<file path="config.mk">
export PLATFORM = sky130hd
export DESIGN_NAME = resp_command_tokenizer_unit
export DESIGN_NICKNAME = d
export VERILOG_FILES = /design/src/rtl/rct_pkg.sv /design/src/rtl/resp_command_tokenizer_unit.sv /design/src/rtl/rct_fifo.sv /design/src/rtl/rct_front.sv /design/src/rtl/rct_back.sv
export SDC_FILE = /design/constraint.sdc
export NUM_CORES = 1
export LEC_CHECK = 0
export BUFFER_PORTS_ARGS = -buffer_cell sky130_fd_sc_hd__buf_2
export CAP_MARGIN = 20
export CORE_MARGIN = 2
export CORE_UTILIZATION = 35
export CTS_BUF_LIST = sky130_fd_sc_hd__clkbuf_4 sky130_fd_sc_hd__clkbuf_8
export CTS_CLUSTER_DIAMETER = 120
export DETAILED_ROUTE_END_ITERATION = 10
export GPL_ROUTABILITY_DRIVEN = 0
export SYNTH_ARGS = -nofsm -noshare
export SYNTH_HDL_FRONTEND = slang
export SYNTH_SLANG_ARGS = --single-unit
</file>
<file path="constraint.sdc">
create_clock -name clk -period 15.2 [get_ports clk]
set_input_delay 0.76 -clock clk [delete_from_list [all_inputs] [get_ports clk]]
set_output_delay 0.76 -clock clk [all_outputs]
set_load 0.02 [all_outputs]
</file>
<file path="src/rtl/rct_pkg.sv">
// Shared types and character codes for the RESP command tokenizer.
package rct_pkg;

    localparam logic [7:0] CH_STAR   = 8'h2A;
    localparam logic [7:0] CH_DOLLAR = 8'h24;
    localparam logic [7:0] CH_PLUS   = 8'h2B;
    localparam logic [7:0] CH_MINUS  = 8'h2D;
    localparam logic [7:0] CH_CR     = 8'h0D;
    localparam logic [7:0] CH_LF     = 8'h0A;
    localparam logic [7:0] CH_SPACE  = 8'h20;
    localparam logic [7:0] CH_TAB    = 8'h09;
    localparam logic [7:0] CH_ZERO   = 8'h30;
    localparam logic [7:0] CH_NINE   = 8'h39;

    localparam int RCT_QUEUE_DEPTH = 2;

    typedef struct packed {
        logic [7:0] byte_val;
        logic       last;
        logic       is_space;
        logic       is_digit;
        logic [3:0] digit;
        logic       is_star;
        logic       is_dollar;
        logic       is_plus;
        logic       is_minus;
        logic       is_cr;
        logic       is_lf;
    } rct_class_t;

    typedef struct packed {
        logic [7:0] token_byte;
        logic       has_byte;
        logic       token_end;
        logic       message_end;
        logic       format_error;
    } rct_result_t;

endpackage

</file>
<file path="src/rtl/resp_command_tokenizer_unit.sv">
// Top level of the RESP command tokenizer: front classifier, queues and parser.
// Takes one message byte per cycle while full is low and turns it into token
// words. A message starting with '*' is parsed as a RESP array of bulk strings;
// any other message is split at whitespace. Each accepted byte gives at most one
// result word, which reaches the result side through the input and output queues.
// The parser state machine in the back end handles one byte per cycle, so the
// sustained rate is one byte per cycle while pop keeps up; a two-word queue on
// each side of the parser lets input and output stall independently.
module resp_command_tokenizer_unit #(
    parameter int LENGTH_BITS = 32,
    parameter int COUNT_BITS  = 20
) (
    input  logic       clk,
    input  logic       rst_n,
    input  logic [7:0] byte_in,
    input  logic       last_byte,
    input  logic       push,
    output logic       full,
    output logic [7:0] token_byte,
    output logic       has_byte,
    output logic       token_end,
    output logic       message_end,
    output logic       format_error,
    output logic       empty,
    input  logic       pop
);
    import rct_pkg::*;

    localparam int CLS_W = $bits(rct_class_t);
    localparam int RES_W = $bits(rct_result_t);

    rct_class_t  cls_in, cls_head;
    rct_result_t res_back, res_out;
    logic        mid_empty, mid_pop;
    logic        out_full, out_push;

    rct_front u_front (
        .byte_in   (byte_in),
        .last_byte (last_byte),
        .cls       (cls_in)
    );

    rct_fifo #(
        .WIDTH (CLS_W),
        .DEPTH (RCT_QUEUE_DEPTH)
    ) u_mid_q (
        .clk   (clk),
        .rst_n (rst_n),
        .push  (push),
        .din   (cls_in),
        .full  (full),
        .pop   (mid_pop),
        .dout  (cls_head),
        .empty (mid_empty)
    );

    rct_back #(
        .LENGTH_BITS (LENGTH_BITS),
        .COUNT_BITS  (COUNT_BITS)
    ) u_back (
        .clk       (clk),
        .rst_n     (rst_n),
        .cls       (cls_head),
        .cls_valid (!mid_empty),
        .cls_pop   (mid_pop),
        .res_ready (!out_full),
        .res       (res_back),
        .res_push  (out_push)
    );

    rct_fifo #(
        .WIDTH (RES_W),
        .DEPTH (RCT_QUEUE_DEPTH)
    ) u_out_q (
        .clk   (clk),
        .rst_n (rst_n),
        .push  (out_push),
        .din   (res_back),
        .full  (out_full),
        .pop   (pop),
        .dout  (res_out),
        .empty (empty)
    );

    assign token_byte   = res_out.token_byte;
    assign has_byte     = res_out.has_byte;
    assign token_end    = res_out.token_end;
    assign message_end  = res_out.message_end;
    assign format_error = res_out.format_error;

endmodule

</file>
<file path="src/rtl/rct_fifo.sv">
// Small synchronous queue used between the front, the back and the result port.
module rct_fifo #(
    parameter int WIDTH = 8,
    parameter int DEPTH = 2
) (
    input  logic             clk,
    input  logic             rst_n,
    input  logic             push,
    input  logic [WIDTH-1:0] din,
    output logic             full,
    input  logic             pop,
    output logic [WIDTH-1:0] dout,
    output logic             empty
);
    localparam int PTR_W = (DEPTH > 1) ? $clog2(DEPTH) : 1;
    localparam int CNT_W = $clog2(DEPTH + 1);

    logic [WIDTH-1:0] mem_reg [DEPTH];
    logic [PTR_W-1:0] wr_ptr_reg, wr_ptr_next;
    logic [PTR_W-1:0] rd_ptr_reg, rd_ptr_next;
    logic [CNT_W-1:0] cnt_reg, cnt_next;
    logic             do_push;
    logic             do_pop;

    assign full    = (cnt_reg == CNT_W'(DEPTH));
    assign empty   = (cnt_reg == '0);
    assign do_push = push && !full;
    assign do_pop  = pop && !empty;
    assign dout    = mem_reg[rd_ptr_reg];

    always_comb
    begin
        wr_ptr_next = wr_ptr_reg;
        rd_ptr_next = rd_ptr_reg;
        cnt_next    = cnt_reg;
        if (do_push)
        begin
            wr_ptr_next = (wr_ptr_reg == PTR_W'(DEPTH - 1)) ? '0 : wr_ptr_reg + 1'b1;
        end
        if (do_pop)
        begin
            rd_ptr_next = (rd_ptr_reg == PTR_W'(DEPTH - 1)) ? '0 : rd_ptr_reg + 1'b1;
        end
        if (do_push && !do_pop)
        begin
            cnt_next = cnt_reg + 1'b1;
        end
        else if (do_pop && !do_push)
        begin
            cnt_next = cnt_reg - 1'b1;
        end
    end

    always_ff @(posedge clk or negedge rst_n)
    begin
        if (!rst_n)
        begin
            wr_ptr_reg <= '0;
            rd_ptr_reg <= '0;
            cnt_reg    <= '0;
        end
        else
        begin
            wr_ptr_reg <= wr_ptr_next;
            rd_ptr_reg <= rd_ptr_next;
            cnt_reg    <= cnt_next;
        end
    end

    always_ff @(posedge clk)
    begin
        if (do_push)
        begin
            mem_reg[wr_ptr_reg] <= din;
        end
    end

endmodule

</file>
<file path="src/rtl/rct_front.sv">
// Front end: classifies each incoming byte for the parser.
module rct_front (
    input  logic              [7:0] byte_in,
    input  logic                    last_byte,
    output rct_pkg::rct_class_t     cls
);
    import rct_pkg::*;

    always_comb
    begin
        cls.byte_val  = byte_in;
        cls.last      = last_byte;
        cls.is_space  = (byte_in == CH_SPACE) || (byte_in >= CH_TAB && byte_in <= CH_CR);
        cls.is_digit  = (byte_in >= CH_ZERO) && (byte_in <= CH_NINE);
        cls.digit     = byte_in[3:0];
        cls.is_star   = (byte_in == CH_STAR);
        cls.is_dollar = (byte_in == CH_DOLLAR);
        cls.is_plus   = (byte_in == CH_PLUS);
        cls.is_minus  = (byte_in == CH_MINUS);
        cls.is_cr     = (byte_in == CH_CR);
        cls.is_lf     = (byte_in == CH_LF);
    end

endmodule

</file>
<file path="src/rtl/rct_back.sv">
// Back end: message parser state machine, one classified byte per cycle while res_ready.
module rct_back #(
    parameter int LENGTH_BITS = 32,
    parameter int COUNT_BITS  = 20
) (
    input  logic                     clk,
    input  logic                     rst_n,
    input  rct_pkg::rct_class_t      cls,
    input  logic                     cls_valid,
    output logic                     cls_pop,
    input  logic                     res_ready,
    output rct_pkg::rct_result_t     res,
    output logic                     res_push
);
    import rct_pkg::*;

    localparam int ACC_W = (LENGTH_BITS > COUNT_BITS) ? LENGTH_BITS : COUNT_BITS;
    localparam int MUL_W = ACC_W + 4;

    typedef enum logic [3:0] {
        ST_START, ST_WS, ST_CNT0, ST_CNTS, ST_CNTD, ST_CNTLF, ST_DOLLAR, ST_LEN0,
        ST_LENS, ST_LEND, ST_LENLF, ST_PAY, ST_SKIP, ST_DRAIN, ST_ERR
    } state_t;

    state_t                 state_reg, state_next, eff_state;
    logic [ACC_W-1:0]       acc_reg, acc_next;
    logic                   neg_reg, neg_next;
    logic [COUNT_BITS-1:0]  elems_reg, elems_next;
    logic [LENGTH_BITS-1:0] bytes_reg, bytes_next;
    logic [1:0]             skip_reg, skip_next;
    logic                   word_reg, word_next, word_cur;
    logic [MUL_W-1:0]       acc_sum;
    logic                   cnt_ovf, len_ovf;
    logic                   hb, te, me, err, complete, fire;

    assign fire     = cls_valid && res_ready;
    assign cls_pop  = fire;
    assign acc_sum  = (MUL_W'(acc_reg) << 3) + (MUL_W'(acc_reg) << 1) + MUL_W'(cls.digit);
    assign cnt_ovf  = (acc_sum >> COUNT_BITS) != '0;
    assign len_ovf  = (acc_sum >> LENGTH_BITS) != '0;
    assign word_cur = (state_reg == ST_START) ? 1'b0 : word_reg;
    assign eff_state = (state_reg == ST_START && !cls.is_star) ? ST_WS : state_reg;

    always_comb
    begin
        state_next = state_reg;
        acc_next   = acc_reg;
        neg_next   = neg_reg;
        elems_next = elems_reg;
        bytes_next = bytes_reg;
        skip_next  = skip_reg;
        word_next  = word_cur;
        hb         = 1'b0;
        te         = 1'b0;
        me         = 1'b0;
        err        = 1'b0;
        complete   = 1'b0;

        unique case (eff_state) inside
            ST_START:
            begin
                state_next = ST_CNT0;
                acc_next   = '0;
                neg_next   = 1'b0;
            end
            ST_WS:
            begin
                state_next = ST_WS;
                if (cls.is_space)
                begin
                    te        = word_cur;
                    word_next = 1'b0;
                end
                else
                begin
                    hb        = 1'b1;
                    word_next = 1'b1;
                end
            end
            ST_CNT0:
            begin
                if (cls.is_minus)
                begin
                    neg_next   = 1'b1;
                    state_next = ST_CNTS;
                end
                else if (cls.is_plus)
                begin
                    state_next = ST_CNTS;
                end
                else if (cls.is_digit)
                begin
                    acc_next   = ACC_W'(cls.digit);
                    state_next = ST_CNTD;
                end
                else
                begin
                    err = 1'b1;
                end
            end
            ST_CNTS:
            begin
                if (cls.is_digit)
                begin
                    acc_next   = ACC_W'(cls.digit);
                    state_next = ST_CNTD;
                end
                else
                begin
                    err = 1'b1;
                end
            end
            ST_CNTD:
            begin
                if (cls.is_digit)
                begin
                    if (cnt_ovf)
                    begin
                        err = 1'b1;
                    end
                    else
                    begin
                        acc_next = acc_sum[ACC_W-1:0];
                    end
                end
                else if (cls.is_cr)
                begin
                    state_next = ST_CNTLF;
                end
                else
                begin
                    err = 1'b1;
                end
            end
            ST_CNTLF:
            begin
                if (!cls.is_lf)
                begin
                    err = 1'b1;
                end
                else if (neg_reg || acc_reg == '0)
                begin
                    state_next = ST_DRAIN;
                end
                else
                begin
                    elems_next = acc_reg[COUNT_BITS-1:0];
                    state_next = ST_DOLLAR;
                end
            end
            ST_DOLLAR:
            begin
                if (cls.is_dollar)
                begin
                    acc_next   = '0;
                    state_next = ST_LEN0;
                end
                else
                begin
                    err = 1'b1;
                end
            end
            ST_LEN0, ST_LENS:
            begin
                if (eff_state == ST_LEN0 && cls.is_plus)
                begin
                    state_next = ST_LENS;
                end
                else if (cls.is_digit)
                begin
                    acc_next   = ACC_W'(cls.digit);
                    state_next = ST_LEND;
                end
                else
                begin
                    err = 1'b1;
                end
            end
            ST_LEND:
            begin
                if (cls.is_digit)
                begin
                    if (len_ovf)
                    begin
                        err = 1'b1;
                    end
                    else
                    begin
                        acc_next = acc_sum[ACC_W-1:0];
                    end
                end
                else if (cls.is_cr)
                begin
                    state_next = ST_LENLF;
                end
                else
                begin
                    err = 1'b1;
                end
            end
            ST_LENLF:
            begin
                if (!cls.is_lf)
                begin
                    err = 1'b1;
                end
                else if (acc_reg == '0)
                begin
                    te         = 1'b1;
                    elems_next = elems_reg - 1'b1;
                    skip_next  = 2'd2;
                    state_next = ST_SKIP;
                end
                else
                begin
                    bytes_next = acc_reg[LENGTH_BITS-1:0];
                    state_next = ST_PAY;
                end
            end
            ST_PAY:
            begin
                hb         = 1'b1;
                bytes_next = bytes_reg - 1'b1;
                if (bytes_reg == LENGTH_BITS'(1))
                begin
                    te         = 1'b1;
                    elems_next = elems_reg - 1'b1;
                    skip_next  = 2'd2;
                    state_next = ST_SKIP;
                end
            end
            ST_SKIP:
            begin
                skip_next = skip_reg - 1'b1;
                if (skip_reg == 2'd1)
                begin
                    state_next = (elems_reg != '0) ? ST_DOLLAR : ST_DRAIN;
                end
            end
            ST_DRAIN, ST_ERR:
            begin
            end
            default:
            begin
            end
        endcase

        if (err)
        begin
            state_next = ST_ERR;
        end

        if (cls.last)
        begin
            me = 1'b1;
            if (!err)
            begin
                complete = (state_next == ST_WS) || (state_next == ST_DRAIN) ||
                           (state_next == ST_ERR) ||
                           (state_next == ST_SKIP && elems_next == '0);
                if (state_next == ST_WS && word_next)
                begin
                    te = 1'b1;
                end
                if (!complete)
                begin
                    err = 1'b1;
                end
            end
            state_next = ST_START;
            acc_next   = '0;
            neg_next   = 1'b0;
            elems_next = '0;
            bytes_next = '0;
            skip_next  = '0;
            word_next  = 1'b0;
        end

        res.token_byte   = hb ? cls.byte_val : 8'h00;
        res.has_byte     = hb;
        res.token_end    = te;
        res.message_end  = me;
        res.format_error = err;
        res_push         = fire && (hb || te || me || err);
    end

    always_ff @(posedge clk or negedge rst_n)
    begin
        if (!rst_n)
        begin
            state_reg <= ST_START;
            acc_reg   <= '0;
            neg_reg   <= 1'b0;
            elems_reg <= '0;
            bytes_reg <= '0;
            skip_reg  <= '0;
            word_reg  <= 1'b0;
        end
        else if (fire)
        begin
            state_reg <= state_next;
            acc_reg   <= acc_next;
            neg_reg   <= neg_next;
            elems_reg <= elems_next;
            bytes_reg <= bytes_next;
            skip_reg  <= skip_next;
            word_reg  <= word_next;
        end
    end

endmodule
</file>
==> results of run 1 <==
cell families (layout without fill, tap and decap cells):
kind of cell               Yosys count  after routing  share of synthesized area, %
adders and majority gates           71             71                          8.36
buffers and inverters               89            105                          3.19
and+or+nand+nor                    401            401                          18.5
DFF                                158            158                          39.3
xor gates and xnor gates            32             32                          2.59
muxes                               40             40                          3.96
AOI/OAI and AO/OA                  420            420                          24.2
synthesized netlist by cell type (all sizes together), types with 18 or more instances:
cell type | count | area [um2]
nand3 | 18 | 90.1
edfxtp | 58 | 1740
inv | 31 | 116
nor3 | 41 | 210
mux2i | 18 | 180
a21oi | 110 | 551
ha | 69 | 863
dfrtp | 100 | 2500
clkbuf | 47 | 176
nand2 | 102 | 383
o21ai | 157 | 790
mux2 | 22 | 248
nor2 | 109 | 409
a22o | 35 | 307
nor4 | 24 | 150
xnor2 | 22 | 193
worst max-delay path, stage by stage (launching register included):
cell and delay, ns:
dfrtp_1 0.33, buf_4 0.32, mux2i_1 0.38, fa_1 0.52
fa_1 0.46, nand2b_1 0.20, a21oi_1 0.24, o21ai_1 0.23
a2111oi_0 0.70, a211oi_1 0.15, xnor2_1 0.23, nor3_1 0.08
and4b_1 0.28, o31ai_1 0.83, o21ai_0 0.40, nor2_1 0.89
final timing paths:
| kind | slack, ns | endpoint | startpoint | cells past startpoint |
|---|---|---|---|---|
| max in group asynchronous | 13.71 | u_back.state_reg[0] | rst_n | 2 |
| min reg2reg | 0.49 | u_mid_q.wr_ptr_reg | u_mid_q.wr_ptr_reg | 1 |
| min | 0.24 | u_back.acc_reg[27] | rst_n | 1 |
| min in group clk | 0.48 | u_mid_q.mem_reg[1][12] | last_byte | 1 |
| max | 8.58 | u_out_q.mem_reg[1][1] | u_mid_q.rd_ptr_reg | 15 |
| max reg2reg | 8.58 | u_out_q.mem_reg[1][1] | u_mid_q.rd_ptr_reg | 15 |
area by class of cell:
class	count	area (um2)	share of cell area [%]
clock buffers	17	234	2.00
clock inverters	15	164	1.40
inverters	33	124	1.06
multi-input cells	964	6220	53.1
flip-flops and latches	158	4240	36.2
well taps	396	495	4.23
repair buffers	40	235	2.01
stage by stage:
stage,power [mW],cell area [um2]
6_report,1.61,11700
5_1_grt,1.72,11700
4_1_cts,1.61,11700
3_5_place_dp,1.29,11300
3_3_place_gp,1.28,11300
2_1_floorplan,1.08,10800
power groups by stage:
stage / combinational, mW / clock (mW) / sequential [mW]
final: 0.678 / 0.324 / 0.609
after global routing: 0.749 / 0.350 / 0.619
after CTS: 0.671 / 0.332 / 0.608
after detailed placement: 0.670 / 0 / 0.617
after global placement: 0.664 / 0 / 0.614
after floorplan: 0.499 / 0 / 0.584
layer usage:
layer / routed length [um] / part of all wire (%) / vias up
met5: 0 / 0 / -
met1: 14400 / 47 / 4687
met2: 13800 / 45 / 317
met4: 586 / 1.9 / 0
met3: 1730 / 5.6 / 47
li1: - / - / 4598
==> reports/metrics.yaml, run 1 <==
use_met1_pct: 26.9
max_slew_margin_pct: 29.3
row_count: 64
clock.fmax_mhz: 151
antenna_cells: 0
ctsRootBufferMaster: "clkbuf_8"
fin_util_pct: 38.4
syn_nets: 1295
grt_max_degree: 66
path_class: "reg2reg"
fin_crit_sh_pct: 43.6
cts_resized: 0
syn_avg_cell_area_um2: 8.92
worst_pin_slew_ns: 1.06
required_ns: 15.30
crit_path_start_kind: "flip-flop"
grtUsageTotal_pct: 18.7
grt-ovfl-total: 0
drv_slew: 0
die_height_um: 180
swShare_pct: 43.3
vdd_drop_max_mv: 0.0721
hold_slack_ns: 0.243
synth_cells: 1211
clock_latency_ns: 0.48
cts-buffers-inserted: 17
clk_path_buf_depth: 2
first_pass_iters: 5
grt_pass1_vias: 9063
p_per_area_nw_per_um2: 137
finalClockSkew_ns: 0.0174
met2_usage_pct: 29.0
hpwl_um: 21500
netlist_area_um2: 10800
drt-total-wl_um: 30500
final_cells: 1623
area_growth_pct: 8.51
dpl.cell_count: 1589
p_leak_nw: 4.93
rsz0062_at_grt: "no"
final.setup.tns_ns: 0
p_int_mw: 0.913
route.detailed.drc: 0
io_buffers: 26
synth_top_flop_cell: "dfrtp_1"
cp_max_fo: 22
vias_per_cell: 5.95
cts_setup_buffers: 0
cp-end-kind: "flip-flop"
fillCellCount: 2994
mostFrequentLayoutCell: "o21ai_0"
antenna_found_initial: 0
synth_cell_types: 79
min_path_type: "in2async"
ys_ff_latch: 158
place_ws_ns: 8.64
path_clk_slew_ns: 0.11
postCtsHoldBufs: 0
final_cell_mix: "o21ai_0, a21oi_1, nor2_1"
fin_nets: 1298
period_needed_ns: 6.62
postRouteAntennaNets: 0
start_util_pct: 35.4
cts.sinks: 158
synth_seq_area_share_pct: 39.3
status: "finished clean"
use_met3_pct: 2.96
routedWlPerCell_um: 18.8
dieArea_um2: 32300
drive_gt1_share_pct: 8.88
p_sw_mw: 0.698
cts_tree: "built"
ys_warn_count: 0
largest_register_ff_count: 34
seq_power_share_pct: 37.8
fin_ws_ns: 8.58
grt_pass1_wl_um: 49500
top_usage_layer: "met2"
design.core.area_um2: 30500
via_count: 9649
cts_max_level: 4
cp_data_arrival_time_ns: 6.72
setup_viol_count_final: 0
finalHoldViolCount: 0
clkPwrFrac_pct: 20.1
io_pins: 27
timing.max_cap.violations: 0
async_reset_ff_share_pct: 63.3
p_comb_share_pct: 42.1
drt-initial-drc-count: 1071
synth_edf_count: 58
dieWidth_um: 180
Note: power is estimated with default switching activity, not from simulation.
==> run 2: changes to the inputs <==
Clock period 15.2 ns to 6.24 ns, I/O delays scaled along.
==> run 2 against run 1 <==
Power increased by 140%. Global-route usage decreased by 0.14 points. Register-to-register slack got worse by 8.0 ns. First-iteration DRC count decreased by 28%. Critical path type unchanged. Largest cell class unchanged. Highest routed layer unchanged.
==> reports/metrics.yaml, run 2 (synthesized netlist as in run 1, its figures left out) <==
status: "finished clean"
routedWlPerCell_um: 18.5  # -1.8%
clock_latency_ns: 0.48  # about the same
p_leak_nw: 4.94  # about the same
cp_data_arrival_time_ns: 6.08  # -0.64 ns
ctsRootBufferMaster: "clkbuf_8"
finalHoldViolCount: 0  # unchanged
path_class: "reg2reg"
clk_path_buf_depth: 2  # unchanged
cp-endpoint: "u_out_q.cnt_reg[1]"
cts-buffers-inserted: 17  # unchanged
via_count: 9572  # -0.80%
cts_max_level: 4  # unchanged
fin_nets: 1302  # +0.31%
final_cell_mix: "o21ai_0, a21oi_1, nor2_1"
seq_power_share_pct: 37.8  # about the same
min_path_type: "in2reg"
p_comb_share_pct: 43.4  # +1.3 points
period_needed_ns: 5.68  # -0.944 ns
largest_register_ff_count: 34  # unchanged
finalClockSkew_ns: 0.0149  # -0.00248 ns
p_sw_mw: 1.68  # +140%
place_area_um2: 11300  # +0.33%
fin_util_pct: 38.4  # about the same
drv_slew: 0  # unchanged
antenna_cells: 0  # unchanged
mostFrequentLayoutCell: "o21ai_0"
route.detailed.drc: 0  # unchanged
design.core.area_um2: 30500  # unchanged
die_height_um: 180  # unchanged
clkPwrFrac_pct: 18.8  # -1.3 points
slowest_delay_ns: 0.75  # -0.14 ns
drt-total-wl_um: 30100  # -1.5%
max_slew_margin_pct: 37.1  # +7.8 points
postRouteAntennaNets: 0  # unchanged
cp_cell_sequence: "buf_4, mux2_2, ha_1, ha_1, inv_1, fa_1, nand2b_1, a21oi_1, o21ai_1, a2111oi_0, a211oi_1, xnor2_1, nor3_1, and4b_1, o31ai_1, o21ai_0, inv_1, ha_1, nor2_1, xnor2_1"
timing.rr.end: "u_out_q.cnt_reg[1]"
row_count: 64  # unchanged
antenna_found_initial: 0  # unchanged
drive_gt1_share_pct: 9.10  # +0.21 points
p_per_area_nw_per_um2: 330  # +140%
cts_tree: "built"
path_clk_slew_ns: 0.09  # -0.02 ns
hpwl_um: 21800  # +1.1%
reg2regPathDepth: 20  # +5
timing.rr.start: "u_mid_q.rd_ptr_reg"
slowest_stage: "o31ai_1"
place_ws_ns: 0.607  # -8.04 ns
swShare_pct: 43.3  # -0.044 points
worst_pin_slew_ns: 0.944  # -0.114 ns
design_area_um2: 11700  # about the same
fin_crit_sh_pct: 91.0  # +47 points
start_util_pct: 35.4  # unchanged
grt-ovfl-total: 0  # unchanged
io_buffers: 26  # unchanged
crit_path_start: "u_mid_q.rd_ptr_reg"
cp_max_fo: 20  # -9.1%
grtUsageTotal_pct: 18.6  # -0.14 points
area_growth_pct: 8.56  # about the same
required_ns: 6.64  # -8.66 ns
setup_viol_count_final: 0  # unchanged
drt-initial-drc-count: 773  # -28%
p_int_mw: 2.19  # +140%
final.setup.tns_ns: 0  # unchanged
timing.max_cap.violations: 0  # unchanged
grt_max_degree: 71  # +7.6%
vdd_drop_max_mv: 0.180  # +150%
cts.sinks: 158  # unchanged
dieArea_um2: 32300  # unchanged
cp-end-kind: "flip-flop"
dieWidth_um: 180  # unchanged
rsz0062_at_grt: "no"
first_pass_iters: 5  # unchanged
io_pins: 27  # unchanged
vias_per_cell: 5.88  # -1.0%
grt_pass1_vias: 9037  # -0.29%
crit_path_start_kind: "flip-flop"
worst_path_most_repeated_cell: "ha_1"
cts_resized: 0  # unchanged
clock.fmax_mhz: 176  # +17%
rrSetupSlack_ns: 0.56  # -8.02 ns
grt_pass1_wl_um: 49100  # -0.71%
fin_ws_ns: 0.562  # -8.02 ns
==> run 2: through the flow <==
stage	cells	hold WS, ns	power [mW]
finish	1627	0.0338	3.87
global placement	1592	0.288	3.13
CTS	1626	0.00438	3.88
global route	1627	0.00535	4.12
detailed placement	1593	0.289	3.16
floorplan	1211	0.0164	2.64
==> run 2: worst min path at each step <==
stage / from / to / cells past startpoint
finish: last_byte / u_mid_q.mem_reg[1][12] / 1
floorplan: rst_n / u_back.acc_reg[0] / 0
CTS: last_byte / u_mid_q.mem_reg[0][12] / 1
detailed placement: rst_n / u_back.acc_reg[25] / 1
global route: last_byte / u_mid_q.mem_reg[1][12] / 1
global placement: rst_n / u_back.acc_reg[27] / 1
==> run 2: final cells by class <==
cell class / instances / area [um2]
clock buffer: 17 / 234
clock inverter: 15 / 129
fill: 3046 / 18800
inverter: 33 / 124
multi-input combinational: 964 / 6220
sequential: 158 / 4240
tap: 396 / 495
timing repair buffer: 44 / 275
==> run 2: power groups by stage <==
stage / registers, mW / clock network, mW / logic (mW)
detailed placement: 1.49 / 0 / 1.67
global route: 1.49 / 0.788 / 1.85
CTS: 1.46 / 0.744 / 1.68
floorplan: 1.42 / 0 / 1.22
finish: 1.46 / 0.726 / 1.68
global placement: 1.48 / 0 / 1.65
==> run 2: timing repair <==
action	CTS	global route
endpoints found under the hold margin	30	0
buffers inserted	0	0
hold buffers	1	0
==> run 2: metal layers <==
metal | GRT usage (%) | routed length [um]
met5 | 0 | 0
met2 | 29.3 | 13900
met3 | 2.65 | 1590
met1 | 26.5 | 14100
met4 | 5.63 | 473
==> run 2: critical path: cells and delay by family (launching register included) <==
| kind | cells | cell delay, ns |
|---|---|---|
| xor gates and xnor gates | 2 | 0.37 |
| buffers and inverters | 3 | 0.50 |
| AOI/OAI and AO/OA | 6 | 2.40 |
| adders and majority gates | 4 | 0.97 |
| DFF | 1 | 0.39 |
| muxes | 1 | 0.25 |
| and+or+nand+nor | 4 | 0.70 |
